[src/sv/vne_pkg.sv]
// ----------------------------------------------------------------------------
// vne_pkg
// Shared types and constants for the vector norm engine.
// ----------------------------------------------------------------------------
package vne_pkg;

  localparam int ELEM_W             = 16;
  localparam int SUM_W              = 56;
  localparam int OUT_W              = 41;
  localparam int TERM_W             = 48;
  localparam int ROOT_W             = 28;
  localparam int R2_W               = 40;
  localparam int REM_W              = 48;
  localparam int STEP_W             = 5;
  localparam int SQRT_STEPS         = 28;
  localparam int CBRT_STEPS         = 19;
  localparam int ELEMENT_WIDTH_DEF  = 16;
  localparam int QUEUE_DEPTH_DEF    = 4;

  localparam logic [OUT_W-1:0] OUT_MAX = OUT_W'(1) << (OUT_W - 1);

  typedef enum logic [1:0] {
    MODE_L1   = 2'd0,
    MODE_L2SQ = 2'd1,
    MODE_L2   = 2'd2,
    MODE_L3   = 2'd3
  } mode_t;

  typedef struct packed {
    logic signed [ELEM_W-1:0] element;
    logic                     last;
  } in_item_t;

  typedef struct packed {
    logic [OUT_W-1:0] norm_value;
    logic             saturated;
  } out_item_t;

  // Finished vector sum handed from the front to the back
  typedef struct packed {
    logic [SUM_W-1:0] sum;
    logic             ovf;
    mode_t            mode;
  } acc_entry_t;

  typedef struct packed {
    logic             start;
    logic             cube;
    logic [SUM_W-1:0] value;
  } root_req_t;

  typedef enum logic {
    B_IDLE,
    B_ROOT
  } back_state_t;

endpackage

[src/sv/vne_front.sv]
// ----------------------------------------------------------------------------
// vne_front
// Element intake: magnitude, power term pipeline and saturating accumulator.
// ----------------------------------------------------------------------------
module vne_front import vne_pkg::*; #(
  parameter int ELEMENT_WIDTH = ELEMENT_WIDTH_DEF,
  parameter int QUEUE_DEPTH   = QUEUE_DEPTH_DEF,
  localparam int CNT_W        = $clog2(QUEUE_DEPTH + 1)
) (
  input  logic             clk,
  input  logic             rst_n,
  input  logic             in_push,
  output logic             in_full,
  input  in_item_t         in_data,
  input  logic             cfg_we,
  input  logic [1:0]       cfg_data,
  input  logic [CNT_W-1:0] q_count,
  output logic             q_push,
  output acc_entry_t       q_entry
);

  localparam int OCC_W = CNT_W + 2;

  mode_t mode_r;

  logic                     accept;
  logic [ELEMENT_WIDTH-1:0] raw;
  logic [ELEMENT_WIDTH-1:0] mag_n;

  logic              s1_vld_r, s1_last_r;
  mode_t             s1_mode_r;
  logic [ELEM_W-1:0] s1_mag_r;

  logic              s2_vld_r, s2_last_r;
  mode_t             s2_mode_r;
  logic [ELEM_W-1:0] s2_mag_r;
  logic [31:0]       s2_sq_r;

  logic              s3_vld_r, s3_last_r;
  mode_t             s3_mode_r;
  logic [TERM_W-1:0] s3_term_r;

  logic [31:0]       sq_w;
  logic [TERM_W-1:0] cube_w;
  logic [TERM_W-1:0] term_w;

  logic [SUM_W-1:0] sum_r, sum_nxt;
  logic             ovf_r, ovf_nxt;
  logic [SUM_W:0]   acc_w;
  logic [1:0]       n_last;

  assign raw    = in_data.element[ELEMENT_WIDTH-1:0];
  assign mag_n  = raw[ELEMENT_WIDTH-1] ? (~raw + 1'b1) : raw;
  assign accept = in_push & ~in_full;

  // Reserve a queue slot for every vector end still in the pipeline
  assign n_last  = 2'(s1_vld_r & s1_last_r) + 2'(s2_vld_r & s2_last_r)
                 + 2'(s3_vld_r & s3_last_r);
  assign in_full = (OCC_W'(q_count) + OCC_W'(n_last)) >= OCC_W'(QUEUE_DEPTH);

  assign sq_w   = 32'(s1_mag_r) * 32'(s1_mag_r);
  assign cube_w = TERM_W'(s2_sq_r) * TERM_W'(s2_mag_r);

  always_comb begin
    case (s2_mode_r)
      MODE_L1: term_w = TERM_W'(s2_mag_r);
      MODE_L3: term_w = cube_w;
      default: term_w = TERM_W'(s2_sq_r);
    endcase
  end

  assign acc_w   = {1'b0, sum_r} + (SUM_W + 1)'(s3_term_r);
  assign sum_nxt = acc_w[SUM_W] ? {SUM_W{1'b1}} : acc_w[SUM_W-1:0];
  assign ovf_nxt = ovf_r | acc_w[SUM_W];

  assign q_push  = s3_vld_r & s3_last_r;
  assign q_entry = acc_entry_t'{sum: sum_nxt, ovf: ovf_nxt, mode: s3_mode_r};

  always_ff @(posedge clk) begin
    if (!rst_n) begin
      mode_r   <= MODE_L1;
      s1_vld_r <= 1'b0;
      s2_vld_r <= 1'b0;
      s3_vld_r <= 1'b0;
      sum_r    <= '0;
      ovf_r    <= 1'b0;
    end else begin
      if (cfg_we) begin
        mode_r <= mode_t'(cfg_data);
      end
      s1_vld_r <= accept;
      s2_vld_r <= s1_vld_r;
      s3_vld_r <= s2_vld_r;
      if (s3_vld_r) begin
        // drop the sum once the vector end has been handed over
        if (s3_last_r) begin
          sum_r <= '0;
          ovf_r <= 1'b0;
        end else begin
          sum_r <= sum_nxt;
          ovf_r <= ovf_nxt;
        end
      end
    end
  end

  always_ff @(posedge clk) begin
    s1_last_r <= in_data.last;
    s1_mode_r <= mode_r;
    s1_mag_r  <= ELEM_W'(mag_n);
    s2_last_r <= s1_last_r;
    s2_mode_r <= s1_mode_r;
    s2_mag_r  <= s1_mag_r;
    s2_sq_r   <= sq_w;
    s3_last_r <= s2_last_r;
    s3_mode_r <= s2_mode_r;
    s3_term_r <= term_w;
  end

endmodule

[src/sv/vne_queue.sv]
// ----------------------------------------------------------------------------
// vne_queue
// Short queue of finished vector sums between front and back.
// ----------------------------------------------------------------------------
module vne_queue import vne_pkg::*; #(
  parameter int QUEUE_DEPTH = QUEUE_DEPTH_DEF,
  localparam int CNT_W      = $clog2(QUEUE_DEPTH + 1),
  localparam int PTR_W      = $clog2(QUEUE_DEPTH)
) (
  input  logic             clk,
  input  logic             rst_n,
  input  logic             push,
  input  acc_entry_t       entry_in,
  input  logic             pop,
  output acc_entry_t       head,
  output logic             empty,
  output logic [CNT_W-1:0] count
);

  acc_entry_t       slot_r [QUEUE_DEPTH];
  logic [PTR_W-1:0] wr_ptr_r, rd_ptr_r;
  logic [CNT_W-1:0] count_r;
  logic             do_pop;

  assign empty  = (count_r == '0);
  assign count  = count_r;
  assign head   = slot_r[rd_ptr_r];
  assign do_pop = pop & ~empty;

  always_ff @(posedge clk) begin
    if (push) begin
      slot_r[wr_ptr_r] <= entry_in;
    end
  end

  always_ff @(posedge clk) begin
    if (!rst_n) begin
      wr_ptr_r <= '0;
      rd_ptr_r <= '0;
      count_r  <= '0;
    end else begin
      if (push) begin
        wr_ptr_r <= (wr_ptr_r == PTR_W'(QUEUE_DEPTH - 1)) ? '0 : wr_ptr_r + 1'b1;
      end
      if (do_pop) begin
        rd_ptr_r <= (rd_ptr_r == PTR_W'(QUEUE_DEPTH - 1)) ? '0 : rd_ptr_r + 1'b1;
      end
      case ({push, do_pop})
        2'b10:   count_r <= count_r + 1'b1;
        2'b01:   count_r <= count_r - 1'b1;
        default: count_r <= count_r;
      endcase
    end
  end

endmodule

[src/sv/vne_root.sv]
// ----------------------------------------------------------------------------
// vne_root
// Iterative floored square / cube root, one root bit per cycle.
// ----------------------------------------------------------------------------
module vne_root import vne_pkg::*; (
  input  logic              clk,
  input  logic              rst_n,
  input  root_req_t         req,
  output logic              done,
  output logic [ROOT_W-1:0] root
);

  logic [STEP_W-1:0] cnt_r;
  logic              cube_r;
  logic [SUM_W:0]    sh_r;
  logic [REM_W-1:0]  rem_r;
  logic [ROOT_W-1:0] r_r;
  logic [R2_W-1:0]   r2_r;

  logic [REM_W-1:0]  rem_sh;
  logic [REM_W-1:0]  trial;
  logic              fits;

  // Bring down the next digit group of the radicand
  assign rem_sh = cube_r ? {rem_r[REM_W-4:0], sh_r[SUM_W:SUM_W-2]}
                         : {rem_r[REM_W-3:0], sh_r[SUM_W:SUM_W-1]};

  // Cube: (2r+1)^3 - (2r)^3 = 12r^2 + 6r + 1. Square: 4r + 1.
  assign trial = cube_r
    ? (REM_W'({r2_r, 3'b000}) + REM_W'({r2_r, 2'b00}) + REM_W'({r_r, 2'b00})
       + REM_W'({r_r, 1'b0}) + REM_W'(1))
    : REM_W'({r_r, 2'b01});

  assign fits = rem_sh >= trial;
  assign done = (cnt_r == '0);
  assign root = r_r;

  always_ff @(posedge clk) begin
    if (!rst_n) begin
      cnt_r <= '0;
    end else if (req.start) begin
      cnt_r <= req.cube ? STEP_W'(CBRT_STEPS) : STEP_W'(SQRT_STEPS);
    end else if (!done) begin
      cnt_r <= cnt_r - 1'b1;
    end
  end

  always_ff @(posedge clk) begin
    if (req.start) begin
      cube_r <= req.cube;
      sh_r   <= req.cube ? {1'b0, req.value} : {req.value, 1'b0};
      rem_r  <= '0;
      r_r    <= '0;
      r2_r   <= '0;
    end else if (!done) begin
      sh_r <= cube_r ? {sh_r[SUM_W-3:0], 3'b000} : {sh_r[SUM_W-2:0], 2'b00};
      if (fits) begin
        rem_r <= rem_sh - trial;
        r_r   <= {r_r[ROOT_W-2:0], 1'b1};
        r2_r  <= {r2_r[R2_W-3:0], 2'b00} + R2_W'({r_r, 2'b00}) + R2_W'(1);
      end else begin
        rem_r <= rem_sh;
        r_r   <= {r_r[ROOT_W-2:0], 1'b0};
        r2_r  <= {r2_r[R2_W-3:0], 2'b00};
      end
    end
  end

endmodule

[src/sv/vne_back.sv]
// ----------------------------------------------------------------------------
// vne_back
// Result stage: takes finished sums, runs roots, clamps and holds the result.
// ----------------------------------------------------------------------------
module vne_back import vne_pkg::*; (
  input  logic       clk,
  input  logic       rst_n,
  input  acc_entry_t q_head,
  input  logic       q_empty,
  output logic       q_pop,
  output logic       out_empty,
  input  logic       out_pop,
  output out_item_t  out_data
);

  back_state_t state_r, state_nxt;
  logic        ovf_r, ovf_nxt;
  logic        out_vld_r, out_vld_nxt;
  out_item_t   out_data_r;

  root_req_t         req;
  logic              root_done;
  logic [ROOT_W-1:0] root;

  logic             ob_free;
  logic             is_root;
  logic             over;
  logic [OUT_W-1:0] direct_val;
  logic             ld;
  out_item_t        ld_data;

  vne_root u_root (
    .clk   (clk),
    .rst_n (rst_n),
    .req   (req),
    .done  (root_done),
    .root  (root)
  );

  assign ob_free    = ~out_vld_r | out_pop;
  assign is_root    = (q_head.mode == MODE_L2) || (q_head.mode == MODE_L3);
  assign over       = q_head.sum > SUM_W'(OUT_MAX);
  assign direct_val = over ? OUT_MAX : q_head.sum[OUT_W-1:0];

  always_comb begin
    state_nxt = state_r;
    ovf_nxt   = ovf_r;
    q_pop     = 1'b0;
    ld        = 1'b0;
    ld_data   = out_item_t'{norm_value: direct_val, saturated: q_head.ovf | over};
    req       = root_req_t'{start: 1'b0, cube: q_head.mode == MODE_L3,
                            value: q_head.sum};
    case (state_r)
      B_IDLE: begin
        if (!q_empty && ob_free) begin
          q_pop = 1'b1;
          if (is_root) begin
            req.start = 1'b1;
            ovf_nxt   = q_head.ovf;
            state_nxt = B_ROOT;
          end else begin
            ld = 1'b1;
          end
        end
      end
      B_ROOT: begin
        // hold the finished root until the output register frees up
        if (root_done && ob_free) begin
          ld        = 1'b1;
          ld_data   = out_item_t'{norm_value: OUT_W'(root), saturated: ovf_r};
          state_nxt = B_IDLE;
        end
      end
      default: state_nxt = B_IDLE;
    endcase
  end

  assign out_vld_nxt = ld | (out_vld_r & ~out_pop);

  always_ff @(posedge clk) begin
    if (!rst_n) begin
      state_r   <= B_IDLE;
      out_vld_r <= 1'b0;
    end else begin
      state_r   <= state_nxt;
      out_vld_r <= out_vld_nxt;
    end
  end

  always_ff @(posedge clk) begin
    ovf_r <= ovf_nxt;
    if (ld) begin
      out_data_r <= ld_data;
    end
  end

  assign out_empty = ~out_vld_r;
  assign out_data  = out_data_r;

endmodule

[src/sv/vector_norm_engine.sv]
// ----------------------------------------------------------------------------
// vector_norm_engine
// Streaming L1 / L2 squared / L2 / L3 norm of signed Q8.8 vectors.
// ----------------------------------------------------------------------------
//   Channel  Direction  Ports                     Contents
//   in       queue in   in_push, in_full, in_data element, last
//   out      queue out  out_pop, out_empty,       norm_value, saturated
//                       out_data
//   cfg      write      cfg_we, cfg_data          norm_mode
//
// One element is taken per cycle while in_full is low; each element passes the
// term pipeline registers s1, s2 and s3 and the accumulator on its way to the end-of-vector queue.
// L1 and L2 squared results are loaded into the output register from the queue
// head; L2 and L3 results first pass through the shared root unit, and the
// finished root is held until the output register is free.
// in_full rises when the queue, counting vector ends still in the pipeline,
// has no free slot; a stalled output holds the back end and then the queue.
// Reset (rst_n low at a clock edge) empties the pipeline, queue and output and
// sets norm_mode to L1.
// ----------------------------------------------------------------------------
module vector_norm_engine import vne_pkg::*; #(
  parameter int ELEMENT_WIDTH = ELEMENT_WIDTH_DEF,
  parameter int QUEUE_DEPTH   = QUEUE_DEPTH_DEF
) (
  input  logic       clk,
  input  logic       rst_n,
  input  logic       in_push,
  output logic       in_full,
  input  in_item_t   in_data,
  output logic       out_empty,
  input  logic       out_pop,
  output out_item_t  out_data,
  input  logic       cfg_we,
  input  logic [1:0] cfg_data
);

  localparam int CNT_W = $clog2(QUEUE_DEPTH + 1);

  logic             q_push;
  acc_entry_t       q_entry;
  logic             q_pop;
  acc_entry_t       q_head;
  logic             q_empty;
  logic [CNT_W-1:0] q_count;

  vne_front #(
    .ELEMENT_WIDTH (ELEMENT_WIDTH),
    .QUEUE_DEPTH   (QUEUE_DEPTH)
  ) u_front (
    .clk      (clk),
    .rst_n    (rst_n),
    .in_push  (in_push),
    .in_full  (in_full),
    .in_data  (in_data),
    .cfg_we   (cfg_we),
    .cfg_data (cfg_data),
    .q_count  (q_count),
    .q_push   (q_push),
    .q_entry  (q_entry)
  );

  vne_queue #(
    .QUEUE_DEPTH (QUEUE_DEPTH)
  ) u_queue (
    .clk      (clk),
    .rst_n    (rst_n),
    .push     (q_push),
    .entry_in (q_entry),
    .pop      (q_pop),
    .head     (q_head),
    .empty    (q_empty),
    .count    (q_count)
  );

  vne_back u_back (
    .clk       (clk),
    .rst_n     (rst_n),
    .q_head    (q_head),
    .q_empty   (q_empty),
    .q_pop     (q_pop),
    .out_empty (out_empty),
    .out_pop   (out_pop),
    .out_data  (out_data)
  );

endmodule

[config.mk]
export PLATFORM = sky130hd
export DESIGN_NAME = vector_norm_engine
export DESIGN_NICKNAME = d
export VERILOG_FILES = /design/src/sv/vne_pkg.sv /design/src/sv/vne_front.sv /design/src/sv/vne_queue.sv /design/src/sv/vne_root.sv /design/src/sv/vne_back.sv /design/src/sv/vector_norm_engine.sv
export SDC_FILE = /design/constraint.sdc
export NUM_CORES = 2
export LEC_CHECK = 0
export ABC_AREA = 1
export BUFFER_PORTS_ARGS = -buffer_cell sky130_fd_sc_hd__buf_2
export CAP_MARGIN = 15
export CORE_AREA = 2 2 269 377
export DETAILED_ROUTE_END_ITERATION = 10
export DIE_AREA = 0 0 271 379
export GPL_ROUTABILITY_DRIVEN = 0
export PLACE_DENSITY = 0.79
export SLEW_MARGIN = 20
export SYNTH_ARGS = -nofsm -noshare
export SYNTH_HDL_FRONTEND = slang
export SYNTH_SLANG_ARGS = --single-unit
[constraint.sdc]
create_clock -name clk -period 8.2 [get_ports clk]
set_clock_uncertainty 0.15 [all_clocks]
set_input_delay 1.23 -clock clk [delete_from_list [all_inputs] [get_ports clk]]
set_output_delay 1.23 -clock clk [all_outputs]
set_load 0.005 [all_outputs]
After elaboration in Yosys (flattened, before gate mapping)
Memories as Yosys holds them, arrays and structs flattened. A register that Yosys moved wholly into a read port is not among the register bits.
Cells that the tools add are included.
{"block": "word_totals", "out_inout_bits": 44, "mem_bits_rw": 236, "wordCells": 126, "mem_count": 1, "reg_bits": 412}
{"memory": "u_queue.slot_r", "words": 4, "width": 59, "read_ports": 1, "rd_ports_with_merged_regs": 1, "write_ports": 1, "line_no": "vne_queue.sv:20", "source": "acc_entry_t slot_r [QUEUE_DEPTH];"}
{"block": "op_classes", "bitwise_logic": 17, "n_mul": 2, "reduce_logical": 9, "n_mux": 38, "n_addsub": 17, "n_lt_le_gt_ge": 3, "eq_ne": 8}
{"cell": "57-bit two-way mux", "count": 4}
{"cell": "56-bit two-way mux", "count": 2}
{"cell": "48-bit one-hot mux with 2 select lines", "count": 1}
{"cell": "42-bit two-way mux", "count": 2}
{"cell": "56-bit by 48-bit adder with 57-bit output", "count": 1}
{"cell": "56-bit by 41-bit > comparator with 1-bit output, second input constant", "count": 1}
{"cell": "48-bit by 47-bit greater-or-equal comparator with 1-bit output", "count": 1}
{"cell": "32-bit by 16-bit multiplier with 48-bit output", "count": 1}
{"cell": "48-bit two-way mux", "count": 1}
{"cell": "46-bit by 1-bit adder with 47-bit output, second input constant", "count": 1}
{"cell": "47-bit two-way mux", "count": 1}
{"cell": "45-bit by 29-bit adder with 46-bit output", "count": 1}
{"cell": "46-bit two-way mux", "count": 1}
{"cell": "46-bit subtractor", "count": 1}
{"cell": "44-bit by 30-bit adder with 45-bit output", "count": 1}
{"cell": "43-bit by 42-bit adder with 44-bit output", "count": 1}
{"cell": "41-bit two-way mux", "count": 1}
{"cell": "40-bit by 1-bit adder with 40-bit output, second input constant", "count": 1}
{"cell": "40-bit by 30-bit adder with 40-bit output", "count": 1}
{"cell": "40-bit two-way mux", "count": 1}
{"cell": "16-bit by 16-bit multiplier with 32-bit output", "count": 1}
{"cell": "16-bit by 1-bit adder with 16-bit output, second input constant", "count": 1}
{"cell": "16-bit NOT", "count": 1}
{"cell": "15-bit two-way mux", "count": 1}
{"cell": "other kinds (27)", "count": 65}

Longest topological paths before layout
{"block": "depth", "depth_word": 8, "mapped_depth": 32, "mapped_depth_nobuf": 31}

Hierarchy
Synthesis repeated with hierarchy kept, for this count alone.
{"block": "hier_totals", "hier_cells": 8941, "hier_area_um2": 65890.7}
{"module": "vne_front", "instances": 1, "seq_area_each_um2": 3623.5, "cells_each": 4927, "area_each_um2": 35282.6}
{"module": "vne_root", "instances": 1, "seq_area_each_um2": 4083.9, "cells_each": 3077, "area_each_um2": 19034.5}
{"module": "vne_queue", "instances": 1, "seq_area_each_um2": 7267.0, "cells_each": 633, "area_each_um2": 9198.8}
{"module": "vne_back", "instances": 1, "seq_area_each_um2": 1331.3, "cells_each": 304, "area_each_um2": 2374.8}

Worst setup path after synthesis
OpenSTA, ideal clock, no wires.
{"block": "synth_timing", "path_type": "flip-flop to flip-flop", "start": "reg u_front.s2_sq_r[5]", "end": "reg u_front.s3_term_r[21]", "t_arrival_ns": 5.509, "path_slack_ns": 2.427, "path_stages_with_launch": 26, "cell_sequence": "dfxtp_1 clkbuf_1 clkbuf_1 nand2_1 fa_1 inv_1 fa_1 inv_1 fa_1 inv_1 fa_1 fa_1 inv_1 fa_1 inv_1 ha_1 nand2_1 nor2_1 inv_1 nor2_1 inv_1 nor2_1 a21oi_1 or2_2 nand3_1 nand2_1"}
{"block": "synth_between", "elab_chain_len": 2}
{"item": "from (decl)", "line_no": "vne_front.sv:37", "source": "logic [31:0] s2_sq_r;"}
{"item": "from (signal assigned)", "line_no": "vne_front.sv:114", "source": "s2_sq_r <= sq_w;"}
{"item": "32-bit by 16-bit multiplier with 48-bit output", "line_no": "vne_front.sv:62", "source": "assign cube_w = TERM_W'(s2_sq_r) * TERM_W'(s2_mag_r);"}
{"item": "48-bit one-hot mux with 2 select lines", "line_no": "vne_front.sv:65", "source": "case (s2_mode_r)"}
{"item": "net u_front.term_w[21]", "line_no": "vne_front.sv:45", "source": "logic [TERM_W-1:0] term_w;"}
{"item": "to (signal assigned)", "line_no": "vne_front.sv:117", "source": "s3_term_r <= term_w;"}
{"item": "to (decl)", "line_no": "vne_front.sv:41", "source": "logic [TERM_W-1:0] s3_term_r;"}
The timed path passes the listed nets, and every way through them passes these cells.
A chain may end at the register's enable or synchronous reset.

Worst setup path in the final report
{"block": "layout_timing", "start": "reg u_back.u_root.r_r[0] (netlist: u_back.u_root.root[0])", "end": "reg u_back.u_root.r2_r[16]"}
{"block": "layout_between", "elab_chain_len": 6, "word_cells_on_any_way": 8, "cone_classes": "add/sub (5); order compare (1); mux (2)"}
{"item": "from (decl)", "line_no": "vne_root.sv:17", "source": "logic [ROOT_W-1:0] r_r;"}
{"item": "from (signal assigned)", "line_no": "vne_root.sv:59", "source": "r_r <= {r_r[ROOT_W-2:0], 1'b1};"}
{"item": "from (signal assigned)", "line_no": "vne_root.sv:63", "source": "r_r <= {r_r[ROOT_W-2:0], 1'b0};"}
{"item": "44-bit by 30-bit adder with 45-bit output", "line_no": "vne_root.sv:30", "source": "? (REM_W'({r2_r, 3'b000}) + REM_W'({r2_r, 2'b00}) + REM_W'({r_r, 2'b00})"}
{"item": "45-bit by 29-bit adder with 46-bit output", "line_no": "vne_root.sv:31", "source": "+ REM_W'({r_r, 1'b0}) + REM_W'(1))"}
{"item": "46-bit by 1-bit adder with 47-bit output", "line_no": "vne_root.sv:31"}
{"item": "47-bit two-way mux", "line_no": "vne_root.sv:30"}
{"item": "48-bit by 47-bit greater-or-equal comparator with 1-bit output", "line_no": "vne_root.sv:34", "source": "assign fits = rem_sh >= trial;"}
{"item": "40-bit two-way mux *", "line_no": "vne_root.sv:57", "source": "if (fits) begin"}
{"item": "to (signal assigned)", "line_no": "vne_root.sv:60", "source": "r2_r <= {r2_r[R2_W-3:0], 2'b00} + R2_W'({r_r, 2'b00}) + R2_W'(1);"}
{"item": "to (signal assigned)", "line_no": "vne_root.sv:64", "source": "r2_r <= {r2_r[R2_W-3:0], 2'b00};"}
{"item": "to (decl)", "line_no": "vne_root.sv:18", "source": "logic [R2_W-1:0] r2_r;"}
Mark *: on every way between the ends. The rest lies on a longest branch, timed or not.

==> impl_metrics.sql <==
INSERT INTO impl_metrics (metric_group, metric, value, unit) VALUES
('flow_run', 'timing.max_cap.violations', '0', ''),
('cts', 'post_cts.resized_instances', '0', ''),
('cts', 'clk_root_buffer_cell', 'sky130_fd_sc_hd__clkbuf_16', ''),
('cts', 'worstSkewPairLatency', '670', 'ps'),
('drt', 'drt.antenna.violating_nets', '0', ''),
('logic_synthesis', 'yosys_register_bits', '646', ''),
('critical_path', 'critPathLaunch', 'u_back.u_root.root[0]', ''),
('grt', 'grt_remaining_overflow', '0', ''),
('cts', 'clock_tree.htree_level_count', '3', ''),
('min_path', 'min_from', 'u_front.mode_r[1]', ''),
('drt', 'detail_route.first_pass.iterations', '6', ''),
('critical_path', 'worst-path-buf-inv', '4', ''),
('timing', 'min_tclk_post_route', '7820', 'ps'),
('min_path', 'min-delay-path-class', 'flip-flop to flip-flop', ''),
('critical_path', 'critPathMostFrequentCell', 'sky130_fd_sc_hd__nand2_1', ''),
('logic_synthesis', 'synth.area.mux_share', '0.169', '%'),
('critical_path', 'critical_path.slowest_cell', 'sky130_fd_sc_hd__dfxtp_1', ''),
('placed_design', 'dp_hpwl', '146', 'mm'),
('timing', 'number_of_max_slew_violations_in_the_final_report', '0', ''),
('grt', 'maximum_number_of_pins_on_one_net_before_global_route_repair', '148', ''),
('floorplan', 'placementRows', '137', ''),
('finish', 'most_common_cell_after_layout_fill_and_taps_aside', 'sky130_fd_sc_hd__nand2_1', ''),
('logic_synthesis', 'synthCells', '8895', ''),
('timing', 'worst_pin_slew', '1190', 'ps'),
('drt', 'via_count', '58668', ''),
('critical_path', 'worst_ep_required_time', '8570', 'ps'),
('logic_synthesis', 'synth_top_family_by_area', 'adder cells', ''),
('grt', 'first_global_vias', '59088', ''),
('critical_path', 'crit_fanout', '64', ''),
('cts', 'path_clk_slew', '70', 'ps'),
('critical_path', 'cp_top_family', 'simple AND/OR/NAND/NOR gates', ''),
('cts', 'postCtsHoldBufs', '0', ''),
('cts', 'cts-buffers-inserted', '66', ''),
('timing', 'fmaxAchievable', '128', 'MHz'),
('grt', 'grt_pass1_wl', '306', 'mm'),
('drt', 'detail_route.drc_violations', '0', ''),
('logic_synthesis', 'most_frequently_used_flop_master_after_synthesis', 'sky130_fd_sc_hd__edfxtp_1', ''),
('timing', 'final-hold-violation-count', '0', ''),
('logic_synthesis', 'synth_compound_gate_area_share', '8.28', '%'),
('timing', 'tightest_slew_margin_relative_to_the_limit', '20.6', '%'),
('logic_synthesis', 'sequential_to_total_area_share_from_yosys_stat', '25.1', '%'),
('timing', 'fin_tns_setup', '0', 'ps'),
('cts', 'clock_sink_count', '646', ''),
('drt', 'finalWirelength', '193', 'mm'),
('cts', 'cts_setup_buffers', '0', ''),
('logic_synthesis', 'mean_instance_size_in_the_synthesized_netlist', '7.30', 'µm²'),
('drt', 'post_drt_wl_per_cell', '19.0', 'µm'),
('logic_synthesis', 'yosysUniqueCellTypes', '56', ''),
('status', 'outcome', 'complete, no violations', ''),
('drt', 'drt-vias-per-instance', '5.77', ''),
('floorplan', 'die_y', '379', 'µm'),
('critical_path', 'reg2reg_from', 'u_back.u_root.root[0]', ''),
('floorplan', 'top_level_ports', '68', ''),
('floorplan', 'fp.dieArea', '103000', 'µm²'),
('finish', 'stdcell_count', '10164', ''),
('critical_path', 'worstPathArrival', '8190', 'ps'),
('logic_synthesis', 'synth-xor-area-share', '1.89', '%'),
('logic_synthesis', 'synth_async_sr_flop_share', '0', '%'),
('timing', 'final_cycle_share', '95.4', '%'),
('floorplan', 'die_width', '271', 'µm'),
('logic_synthesis', 'yosys_warnings', '0', ''),
('logic_synthesis', 'synth_enable_flop_cells', '337', ''),
('finish', 'nNetsFinal', '9868', ''),
('cts', 'clockBufferDepth', '3', ''),
('timing', 'setup_viol_count_final', '0', ''),
('grt', 'grt_antenna_before_repair', '1', ''),
('critical_path', 'worstSetupStartpointType', 'flip-flop', ''),
('critical_path', 'setup.worst_path.class', 'flip-flop to flip-flop', ''),
('finish', 'post_route_cells_drive_above_1_share', '3.46', '%'),
('floorplan', 'floorplan.core_area', '99200', 'µm²'),
('cts', 'clock_tree_from_tritoncts', 'done', '');
==> routing by layer <==
| layer | up-vias | global-route usage [%] | part of all wire [%] |
|---|---|---|---|
| met4 | 0 | 27.5 | 8.5 |
| met1 | 27399 | 42.9 | 35 |
| met5 | - | 0 | 0 |
| met3 | 966 | 6.43 | 9.0 |
| li1 | 27137 | - | - |
| met2 | 3166 | 64.9 | 48 |
==> through the flow <==
step                util (%)  setup slack, ps  hold WS (ps)  area, µm²
floorplan                  -             2430           160      65000
global placement        66.7             1010           185      66200
detailed placement      66.7              835           187      66200
CTS                     69.0              839           203      68400
global route            69.0              109           206      68400
finish                  69.0              379           202      68500
==> Yosys cell counts, types with 14 or more instances <==
| master | number | area (µm²) |
|---|---|---|
| sky130_fd_sc_hd__buf_4 | 14 | 105 |
| sky130_fd_sc_hd__xnor2_1 | 51 | 447 |
| sky130_fd_sc_hd__xor2_1 | 89 | 780 |
| sky130_fd_sc_hd__a31oi_1 | 17 | 106 |
| sky130_fd_sc_hd__nor3_1 | 58 | 290 |
| sky130_fd_sc_hd__buf_1 | 18 | 67.6 |
| sky130_fd_sc_hd__o221ai_1 | 52 | 455 |
| sky130_fd_sc_hd__nand4_1 | 73 | 457 |
| sky130_fd_sc_hd__o21bai_1 | 23 | 173 |
| sky130_fd_sc_hd__clkbuf_1 | 222 | 833 |
| sky130_fd_sc_hd__or2_2 | 26 | 163 |
| sky130_fd_sc_hd__ha_1 | 422 | 5280 |
| sky130_fd_sc_hd__nand2_1 | 2729 | 10200 |
| sky130_fd_sc_hd__o21a_1 | 14 | 105 |
| sky130_fd_sc_hd__o21ai_1 | 61 | 305 |
| sky130_fd_sc_hd__or2_1 | 14 | 87.6 |
| sky130_fd_sc_hd__nor2_1 | 566 | 2120 |
| sky130_fd_sc_hd__a21oi_1 | 399 | 2000 |
| sky130_fd_sc_hd__edfxtp_1 | 337 | 10100 |
| sky130_fd_sc_hd__inv_1 | 1825 | 6850 |
| sky130_fd_sc_hd__nand3_1 | 410 | 2050 |
| sky130_fd_sc_hd__a21boi_0 | 15 | 113 |
| sky130_fd_sc_hd__fa_1 | 630 | 12600 |
| sky130_fd_sc_hd__a21o_1 | 18 | 135 |
| sky130_fd_sc_hd__dfxtp_1 | 309 | 6190 |
| sky130_fd_sc_hd__o21ai_0 | 310 | 1550 |
| sky130_fd_sc_hd__buf_2 | 44 | 220 |
| sky130_fd_sc_hd__o22ai_1 | 32 | 200 |
==> worst register-to-register path, delay by kind of cell, from the launching register on <==
family	cells	cell delay (ps)
AND/OR/NAND/NOR	16	2790
adder cells (fa/ha/maj)	5	1900
AO/OA/AOI/OAI	3	1060
buffers and inverters	4	990
flip-flops	1	790
==> cell families after synthesis <==
family | after synthesis
other cells | 2
buf+inv | 2148
flops | 646
compound gates | 970
simple gates | 3926
mux | 11
fa+ha+maj | 1052
xor+xnor | 140
==> path summary, 6_finish.rpt <==
| check | slack [ps] | cells past startpoint | to |
|---|---|---|---|
| worst max register to register | 380 | 28 | u_back.u_root.r2_r[16] |
| worst max-delay path | 380 | 28 | u_back.u_root.r2_r[16] |
| worst min-delay path | 200 | 0 | u_front.s1_mode_r[1] |
| worst min register to register | 200 | 0 | u_front.s1_mode_r[1] |
==> registers in the layout, indices dropped and copies added (netlist names), 28 cells and up, named ones only <==
name                 count
u_back.u_root.rem_r     46
u_back.u_root.r2_r      38
u_back.u_root.root      28
u_back.u_root.sh_r      57
u_queue.slot_r         236
u_back.out_data         42
u_front.s3_term_r       48
u_front.s2_sq_r         30
u_front.sum_r           56
==> layout make-up <==
class / instances / area (µm²)
Antenna cell: 2 / 5.00
Clock buffer: 81 / 1790
Clock inverter: 37 / 460
Fill cell: 8245 / 30800
Inverter: 1837 / 6900
Multi-Input combinational cell: 6107 / 40500
Sequential cell: 646 / 16300
Tap cell: 1320 / 1650
Timing Repair Buffer: 134 / 863
Power is not shown: default switching activity piles up to over one toggle a cycle in this logic, so the estimate is an artifact.
